File: config.mk
export PLATFORM = sky130hd
export DESIGN_NAME = keypad_password_lock
export DESIGN_NICKNAME = d
export VERILOG_FILES = /design/src/rtl/core/kpl_pkg.sv /design/src/rtl/core/keypad_password_lock.sv
export SDC_FILE = /design/constraint.sdc
export NUM_CORES = 1
export LEC_CHECK = 0
export BUFFER_PORTS_ARGS = -buffer_cell sky130_fd_sc_hd__buf_2
export CORE_MARGIN = 1.5
export CORE_UTILIZATION = 30
export DETAILED_ROUTE_END_ITERATION = 10
export PLACE_DENSITY = 0.55
export SLEW_MARGIN = 20
export SYNTH_ARGS = -nofsm -noshare
export SYNTH_HDL_FRONTEND = slang
export SYNTH_SLANG_ARGS = --single-unit
export TNS_END_PERCENT = 50
File: constraint.sdc
create_clock -name clk -period 3.8 [get_ports clk]
set_input_delay 0.57 -clock clk [delete_from_list [all_inputs] [get_ports clk]]
set_output_delay 0.57 -clock clk [all_outputs]
set_load 0.02 [all_outputs]
File: src/rtl/core/kpl_pkg.sv
package kpl_pkg;

    localparam logic [4:0] KEY_DIGIT_MAX = 5'd9;
    localparam logic [4:0] KEY_BACK      = 5'd12;
    localparam logic [4:0] KEY_CHANGE    = 5'd13;
    localparam logic [4:0] KEY_ENTER     = 5'd15;
    localparam logic [4:0] KEY_NONE      = 5'd16;

    localparam logic [4:0] POISON_DIGIT  = 5'd16;

    localparam logic [2:0] MODE_CHECK    = 3'b001;
    localparam logic [2:0] MODE_CHANGE   = 3'b010;
    localparam logic [2:0] MODE_POISON   = 3'b100;

    localparam int DISP_POS = 4;

    typedef enum logic [1:0] {
        SYM_DASH  = 2'd0,
        SYM_UNDER = 2'd1,
        SYM_MASK  = 2'd2
    } sym_t;

    typedef logic [4:0] entry_digit_t;
    typedef logic [3:0] pw_digit_t;

endpackage

File: src/rtl/core/keypad_password_lock.sv
// Channel | Direction | Handshake          | Word
// --------+-----------+--------------------+------------------------------------------
// input   | in        | in_valid/in_ready   | key_code
// output  | out       | out_valid/out_ready | digit_sym_0..3, unlock_pulse, alarm_pulse,
//         |           |                    | saved_flag, saved_digits
//
// Each accepted key code updates the lock state, and its result word appears in the
// output register on the next cycle, so one word is taken per cycle unless stalled.
// The output register is the only stage; in_ready drops only while a result waits
// and out_ready is low.
// Reset clears the whole lock state at once; no clearing pass is needed.
module keypad_password_lock
    import kpl_pkg::*;
#(
    parameter int PASSWORD_DIGITS = 4
)
(
    input  logic        clk,
    input  logic        rst_n,
    input  logic        in_valid,
    output logic        in_ready,
    input  logic [4:0]  key_code,
    output logic        out_valid,
    input  logic        out_ready,
    output logic [1:0]  digit_sym_0,
    output logic [1:0]  digit_sym_1,
    output logic [1:0]  digit_sym_2,
    output logic [1:0]  digit_sym_3,
    output logic        unlock_pulse,
    output logic        alarm_pulse,
    output logic        saved_flag,
    output logic [15:0] saved_digits
);

    localparam int CNT_W  = $clog2(PASSWORD_DIGITS + 2);
    localparam int SAVE_N = (PASSWORD_DIGITS < 4) ? PASSWORD_DIGITS : 4;
    localparam logic [CNT_W-1:0] CNT_FULL = CNT_W'(PASSWORD_DIGITS);
    localparam logic [CNT_W-1:0] CNT_EVAL = CNT_W'(PASSWORD_DIGITS + 1);

    logic                         held_reg,   held_next;
    logic [CNT_W-1:0]             cnt_reg,    cnt_next;
    entry_digit_t                 digits_reg  [PASSWORD_DIGITS];
    entry_digit_t                 digits_next [PASSWORD_DIGITS];
    sym_t                         disp_reg    [DISP_POS];
    sym_t                         disp_next   [DISP_POS];
    logic [2:0]                   mode_reg,   mode_next;
    logic                         fill_reg,   fill_next;
    pw_digit_t                    pw_reg      [PASSWORD_DIGITS];
    pw_digit_t                    pw_next     [PASSWORD_DIGITS];

    logic                         out_valid_reg;
    sym_t                         sym_out_reg [DISP_POS];
    logic                         unlock_reg;
    logic                         alarm_reg;
    logic                         saved_reg;
    logic [15:0]                  saved_digits_reg;

    logic                         unlock_now;
    logic                         alarm_now;
    logic                         saved_now;
    logic [15:0]                  saved_val;
    logic                         match;
    sym_t                         fill_sym;
    logic                         accept;

    assign in_ready = !out_valid_reg || out_ready;
    assign accept   = in_valid && in_ready;

    always_comb
    begin
        held_next   = held_reg;
        cnt_next    = cnt_reg;
        digits_next = digits_reg;
        disp_next   = disp_reg;
        mode_next   = mode_reg;
        fill_next   = fill_reg;
        pw_next     = pw_reg;
        unlock_now  = 1'b0;
        alarm_now   = 1'b0;
        saved_now   = 1'b0;
        saved_val   = '0;
        match       = 1'b1;
        fill_sym    = fill_reg ? SYM_UNDER : SYM_DASH;

        if ((key_code < KEY_NONE) && !held_reg)
        begin
            held_next = 1'b1;
            if (key_code == KEY_BACK)
            begin
                if (cnt_reg != '0)
                begin
                    cnt_next = cnt_reg - 1'b1;
                    for (int i = 0; i < PASSWORD_DIGITS - 1; i++)
                    begin
                        digits_next[i] = digits_reg[i + 1];
                    end
                    digits_next[PASSWORD_DIGITS - 1] = '0;
                    for (int i = 0; i < DISP_POS - 1; i++)
                    begin
                        disp_next[i] = disp_reg[i + 1];
                    end
                    disp_next[DISP_POS - 1] = fill_sym;
                end
            end
            else if (key_code <= KEY_DIGIT_MAX)
            begin
                cnt_next = cnt_reg + 1'b1;
                for (int i = 1; i < PASSWORD_DIGITS; i++)
                begin
                    digits_next[i] = digits_reg[i - 1];
                end
                digits_next[0] = key_code;
                for (int i = 1; i < DISP_POS; i++)
                begin
                    disp_next[i] = disp_reg[i - 1];
                end
                disp_next[0] = SYM_MASK;
            end
            else if (cnt_reg < CNT_FULL)
            begin
                // A command before a full entry wipes the entry and alarms.
                cnt_next  = '0;
                alarm_now = 1'b1;
                for (int i = 0; i < PASSWORD_DIGITS; i++)
                begin
                    digits_next[i] = '0;
                end
                for (int i = 0; i < DISP_POS; i++)
                begin
                    disp_next[i] = fill_sym;
                end
            end
            else
            begin
                cnt_next = cnt_reg + 1'b1;
                if (key_code == KEY_CHANGE)
                begin
                    mode_next = mode_reg | MODE_CHANGE;
                end
                else if (key_code == KEY_ENTER)
                begin
                    mode_next = mode_reg | MODE_CHECK;
                end
                else
                begin
                    mode_next = mode_reg | MODE_POISON;
                    for (int i = 0; i < PASSWORD_DIGITS; i++)
                    begin
                        digits_next[i] = POISON_DIGIT;
                    end
                end
            end
        end
        else if (key_code >= KEY_NONE)
        begin
            held_next = 1'b0;
        end

        // The entry is judged once the key after a full entry is released.
        if ((cnt_next == CNT_EVAL) && !held_next)
        begin
            cnt_next = '0;
            for (int i = 0; i < PASSWORD_DIGITS; i++)
            begin
                if (digits_next[i] != {1'b0, pw_reg[i]})
                begin
                    match = 1'b0;
                end
            end
            if (mode_next == (MODE_CHECK | MODE_CHANGE))
            begin
                for (int i = 0; i < PASSWORD_DIGITS; i++)
                begin
                    pw_next[i] = digits_next[i][3:0];
                end
                for (int i = 0; i < SAVE_N; i++)
                begin
                    saved_val[4*i +: 4] = digits_next[i][3:0];
                end
                saved_now = 1'b1;
                mode_next = '0;
                fill_next = 1'b0;
            end
            else if ((mode_next == MODE_CHANGE) && match)
            begin
                fill_next = 1'b1;
            end
            else if ((mode_next == MODE_CHECK) && match)
            begin
                unlock_now = 1'b1;
                mode_next  = '0;
                fill_next  = 1'b0;
            end
            else
            begin
                alarm_now = 1'b1;
                mode_next = '0;
                fill_next = 1'b0;
            end
            for (int i = 0; i < DISP_POS; i++)
            begin
                disp_next[i] = fill_next ? SYM_UNDER : SYM_DASH;
            end
        end
    end

    always_ff @(posedge clk or negedge rst_n)
    begin
        if (!rst_n)
        begin
            held_reg <= 1'b0;
            cnt_reg  <= '0;
            mode_reg <= '0;
            fill_reg <= 1'b0;
            for (int i = 0; i < PASSWORD_DIGITS; i++)
            begin
                digits_reg[i] <= '0;
                pw_reg[i]     <= '0;
            end
            for (int i = 0; i < DISP_POS; i++)
            begin
                disp_reg[i] <= SYM_DASH;
            end
        end
        else if (accept)
        begin
            held_reg    <= held_next;
            cnt_reg     <= cnt_next;
            mode_reg    <= mode_next;
            fill_reg    <= fill_next;
            digits_reg  <= digits_next;
            pw_reg      <= pw_next;
            disp_reg    <= disp_next;
        end
    end

    always_ff @(posedge clk or negedge rst_n)
    begin
        if (!rst_n)
        begin
            out_valid_reg <= 1'b0;
        end
        else if (accept)
        begin
            out_valid_reg <= 1'b1;
        end
        else if (out_ready)
        begin
            out_valid_reg <= 1'b0;
        end
    end

    always_ff @(posedge clk)
    begin
        if (accept)
        begin
            sym_out_reg      <= disp_next;
            unlock_reg       <= unlock_now;
            alarm_reg        <= alarm_now;
            saved_reg        <= saved_now;
            saved_digits_reg <= saved_val;
        end
    end

    assign out_valid    = out_valid_reg;
    assign digit_sym_0  = sym_out_reg[0];
    assign digit_sym_1  = sym_out_reg[1];
    assign digit_sym_2  = sym_out_reg[2];
    assign digit_sym_3  = sym_out_reg[3];
    assign unlock_pulse = unlock_reg;
    assign alarm_pulse  = alarm_reg;
    assign saved_flag   = saved_reg;
    assign saved_digits = saved_digits_reg;

endmodule

* Word-level counts from Yosys, hierarchy flattened
Index checks and enable logic that the tools add are counted.
Cells by class: multiply operators 0, mux-type cells 52, shift operators 0, magnitude comparators 4, div/mod/pow operators 0, reductions and logical operators 15, add/sub/neg operators 2, bitwise logic cells 1, equality and inequality tests 11
Operators by type and width (number):
- 2-to-1 mux 20 bit | 7
- 2-to-1 mux 8 bit | 6
- 2-to-1 mux 3 bit | 15
- 2-to-1 mux 1 bit | 24
- != test 5 x 4 -> 1 bit | 4
- equality test 5 x 4 -> 1 bit (second input constant) | 3
- equality test 3 x 2 -> 1 bit (second input constant) | 2
- greater-or-equal comparator 5 bit (second input constant) | 1
- less-or-equal comparator 5 x 4 -> 1 bit (second input constant) | 1
- logical AND 1 bit | 5
- < comparator 5 bit (second input constant) | 1
- AND reduction 2 bit | 2
- adder 3 x 1 -> 3 bit (second input constant) | 1
- equality test 3 x 1 -> 1 bit (second input constant) | 1
- equality test 3 bit (second input constant) | 1
- logical NOT 1 bit | 3
- < comparator 3 bit (second input constant) | 1
- AND reduction 3 bit | 1
- nonzero test 3 bit | 1
- OR reduction 3 bit | 1
- subtractor 3 x 1 -> 3 bit (second input constant) | 1
- nonzero test 2 bit | 1
- logical OR 1 bit | 1
- inverter 1 bit | 1
Word-level totals: memory bits (writable) 0, memories 0, output and inout bits 29, latch bits 0, logic and storage cells 110, ROM bits 0, input bits 9, flip-flop bits (word level) 80

* Longest topological paths before layout
word-level depth 19, gate-level depth with buffers 15

* Worst setup path before layout
No wires, ideal clock.
path type input to register, start point input port key_code[4], end point register alarm_reg, in the netlist alarm_pulse (data pin), path buffers 1, slack 703 ps, data required time 3531 ps, setup time 269 ps, cell stages on the path 10, arrival 2829 ps, cell sequence nor2_1 -> clkbuf_1 -> o22ai_1 -> a221o_2 -> xnor2_1 -> a2111oi_0 -> and4_4 -> nand2_1 -> a2111oi_2 -> a211oi_1
Between the ends: word-level cells in the longest chain between the ends 18
Ends and longest elaborated chain:
- start, declared | line keypad_password_lock.sv:22 | input logic [4:0] key_code,
- equality test 5 x 4 -> 1 bit | line keypad_password_lock.sv:140 | else if (key_code == KEY_ENTER)
- 2-to-1 mux 20 bit | line keypad_password_lock.sv:140
- 2-to-1 mux 20 bit | line keypad_password_lock.sv:136 | if (key_code == KEY_CHANGE)
- 2-to-1 mux 20 bit | line keypad_password_lock.sv:119 | else if (cnt_reg < CNT_FULL)
- 2-to-1 mux 20 bit | line keypad_password_lock.sv:105 | else if (key_code <= KEY_DIGIT_MAX)
- 2-to-1 mux 20 bit | line keypad_password_lock.sv:88 | if (key_code == KEY_BACK)
- 2-to-1 mux 20 bit | line keypad_password_lock.sv:85 | if ((key_code < KEY_NONE) && !held_reg)
- != test 5 x 4 -> 1 bit | line keypad_password_lock.sv:165 | if (digits_next[i] != {1'b0, pw_reg[i]})
- 2-to-1 mux 1 bit (4 in series) | line keypad_password_lock.sv:165
- 2-to-1 mux 1 bit | line keypad_password_lock.sv:160 | if ((cnt_next == CNT_EVAL) && !held_next)
- logical AND 1 bit | line keypad_password_lock.sv:188 | else if ((mode_next == MODE_CHECK) && match)
- 2-to-1 mux 1 bit | line keypad_password_lock.sv:188
- 2-to-1 mux 1 bit | line keypad_password_lock.sv:184 | else if ((mode_next == MODE_CHANGE) && match)
- 2-to-1 mux 1 bit | line keypad_password_lock.sv:170 | if (mode_next == (MODE_CHECK | MODE_CHANGE))
- 2-to-1 mux 1 bit (*) | line keypad_password_lock.sv:160
- via alarm_now | line keypad_password_lock.sv:59 | logic alarm_now;
- end signal, assigned | line keypad_password_lock.sv:259 | alarm_reg <= alarm_now;
- end, declared | line keypad_password_lock.sv:54 | logic alarm_reg;
The timed path passes the listed nets; every way through them passes the cells marked *. The select of a mux whose other input is x is not followed. A chain may end at the register's enable or synchronous reset.

* Worst setup path in the final report
start point register cnt_reg[1], end point register alarm_reg, in the netlist alarm_pulse (data pin)
Between the ends: word-level cells in the longest chain between the ends 16
Ends and longest elaborated chain:
- start, declared | line keypad_password_lock.sv:41 | logic [CNT_W-1:0] cnt_reg, cnt_next;
- start signal, assigned | line keypad_password_lock.sv:228 | cnt_reg <= cnt_next;
- < comparator 3 bit | line keypad_password_lock.sv:119
- 2-to-1 mux 20 bit | line keypad_password_lock.sv:119
- 2-to-1 mux 20 bit | line keypad_password_lock.sv:105
- 2-to-1 mux 20 bit | line keypad_password_lock.sv:88
- 2-to-1 mux 20 bit | line keypad_password_lock.sv:85
- != test 5 x 4 -> 1 bit | line keypad_password_lock.sv:165
- 2-to-1 mux 1 bit (4 in series) | line keypad_password_lock.sv:165
- 2-to-1 mux 1 bit | line keypad_password_lock.sv:160
- logical AND 1 bit | line keypad_password_lock.sv:188
- 2-to-1 mux 1 bit | line keypad_password_lock.sv:188
- 2-to-1 mux 1 bit | line keypad_password_lock.sv:184
- 2-to-1 mux 1 bit | line keypad_password_lock.sv:170
- 2-to-1 mux 1 bit (*) | line keypad_password_lock.sv:160
- via alarm_now | line keypad_password_lock.sv:59
Marks and branches as above.

==> flow_summary.json <==
{
  "status": "finished, final reports clean",
  "yosys_warnings": 0,
  "antenna_left": 0,
  "start_util_pct": 30.7,
  "synth_seq_cells": 80,
  "postSynthAreaPerCell_um2": 9.89,
  "vdd_ir_drop_max_v": 0.000229,
  "synth_area_leaders": "dfrtp_1 (30%), edfxtp_1 (18%), nand2_1 (5.3%), o21ai_0 (4.2%), nor2_1 (3.6%)",
  "h-tree-depth": 3,
  "clock_skew_ns": 0.0135,
  "io_buffers": 37,
  "yosysMostFrequentCell": "nand2_1",
  "async_reset_ff_share_pct": 66.3,
  "syn-num-nets": 462,
  "synth_top_area_cell": "dfrtp_1",
  "grt_overflow": 0,
  "cts-root-buf": "clkbuf_16",
  "drt_pass1_iterations": 5,
  "final_cells": 687,
  "synth.yosys.seq_area_share_pct": 48.1,
  "worstPathMaxFanout": 7,
  "via_per_inst": 5.49,
  "critPathKind": "flip-flop to flip-flop",
  "diodes": 0,
  "syn_inst": 449,
  "cts_tree": "done",
  "rows": 44,
  "syn_area_mm2": 0.00444,
  "power_density_mw_per_mm2": 552,
  "dp.final_hpwl_um": 9240,
  "grt_first_pass_wirelength_um": 20900,
  "setup_violations": 0,
  "drtIter0Drc": 444,
  "synth.distinct_cells": 81,
  "clock-sinks": 80,
  "fp.dieArea_mm2": 0.0155,
  "io_pins": 38,
  "area_growth_pct": 17.5,
  "cts.hold.buffers_added": 0,
  "finalHoldViolCount": 0,
  "worst_pin_slew_ns": 0.878,
  "grt_max_degree": 35,
  "n_fill_cell": 1477,
  "critPathLaunchType": "flip-flop",
  "wl_um": 13100,
  "multi_input_area_mm2": 0.00210,
  "cts_inserted_buffers": 9,
  "reg2regPathDepth": 11,
  "ys.flop_type": "dfrtp_1",
  "clkLatencyLatePin_ns": 0.35,
  "dp.cells": 671,
  "power_leakage_nw": 2.08,
  "fp.dieH_um": 125,
  "grt_pass1_vias": 3681,
  "maxSlewHeadroom_pct": 40.0,
  "largest_reg_flops": 20,
  "core_area_mm2": 0.0145,
  "p_total_mw": 2.88,
  "hold_path_class": "input pin to async pin",
  "fin_crit_sh_pct": 98.5,
  "grt_setup_unrepaired": "no",
  "regArea_mm2": 0.00214,
  "end_kind": "flip-flop",
  "track_usage_pct": 17.3,
  "min_period_ns": 3.74,
  "routed-via-count": 3774,
  "wire_per_inst_um": 19.0,
  "slew_viol_final": 0,
  "gp_congestion": 0.954,
  "cp.required_ns": 3.88,
  "die_x_um": 125,
  "cp_data_arrival_time_ns": 3.82,
  "fmax_mhz": 267,
  "clock_path_buffers": 2,
  "nets": 511,
  "drc_errors": 0,
  "maxCapViolCount": 0,
  "antenna_found_initial": 0,
  "ff2ff_setup_slack_ns": 0.06,
  "yosys.area.top_type_share_pct": 29.9,
  "synth-edff-count": 27,
  "synthTopCellsByCount": "nand2_1 (63), dfrtp_1 (53), nor2_1 (42)",
  "drive_gt1_share_pct": 23.7,
  "clk_pin_slew_ns": 0.07
}
## layout by cell type, fill, tap and decap left out, types with 9 or more instances in the layout
master	synthesis	routed
buf_4	2	26
nand2_1	63	63
a21oi_1	17	17
buf_2	8	37
dfrtp_1	53	53
edfxtp_1	27	27
o21ai_2	13	13
o21ai_0	37	37
nor2_1	42	42
inv_1	14	13
clkbuf_16	0	9
## critical path: stages (launching register included)
cell and delay [ns]:
dfrtp_1 0.42, inv_1 0.13, ha_1 0.21, or2b_4 0.33, o211ai_4 0.31, a22oi_1 0.17, xnor2_1 0.17, a2111oi_0 0.79
and4_4 0.43, nand2_1 0.08, a2111oi_2 0.33, a211oi_1 0.09
## layer usage
metal	part of all wire [%]	global-route usage, %	vias up
li1	-	-	1762
met1	45	23.1	1813
met2	46	26.7	162
met3	5.4	3.61	37
met4	3.8	8.52	0
met5	0	0	-
## final cells by class
class | count | share of cell area, %
tap | 184 | 4.41
clock buffer | 10 | 4.39
clock inverter | 6 | 1.27
timing repair buffer | 64 | 7.68
inverter | 14 | 1.01
sequential | 80 | 41.0
multi-input combinational | 329 | 40.3
## logic make-up after synthesis
group           count (synthesis)  share of synthesized area (%)
simple gates                  159                           18.6
compound gates                154                           25.1
flops                          80                           48.1
buf+inv                        40                           4.62
xor+xnor                       10                           1.97
fa+ha+maj                       4                           1.13
mux                             2                          0.479
## through the flow
| step | cell area (um^2) | util [%] | TNS [ns] | hold slack (ns) | setup WS [ns] |
|---|---|---|---|---|---|
| floorplan | 4440 | - | 0 | 0.274 | 0.703 |
| global placement | 4920 | 34.0 | -0.0555 | 0.479 | -0.0555 |
| detailed placement | 4920 | 34.0 | -0.00718 | 0.489 | -0.00718 |
| CTS | 5210 | 36.0 | 0 | 0.198 | 0.0456 |
| global route | 5220 | 36.0 | 0 | 0.219 | 0.0330 |
| finish | 5220 | 36.0 | 0 | 0.177 | 0.0567 |
## power breakdown
group          total (mW)  switching (mW)  internal [mW]
logic               0.836           0.504          0.332
registers            1.15           0.129           1.02
clock network       0.893           0.380          0.513
## final timing paths
kind,from,endpoint
min in group clk,in_valid,out_valid$_DFFE_PN0P_
max in group asynchronous,rst_n,digits_reg[17]$_DFFE_PN0P_
worst max-delay path,cnt_reg[1]$_DFFE_PN0P_,alarm_pulse$_DFFE_PP_
worst min register to register,pw_reg[2]$_DFFE_PN0P_,pw_reg[2]$_DFFE_PN0P_
worst max register to register,cnt_reg[1]$_DFFE_PN0P_,alarm_pulse$_DFFE_PP_
worst min-delay path,rst_n,cnt_reg[1]$_DFFE_PN0P_
## what timing repair did
item,in CTS,in global routing
endpoints found under the setup margin,0,1
endpoints found under the hold margin,0,0
resized for setup,0,1
setup buffers,0,0
Power figures use the tool's default switching activity.
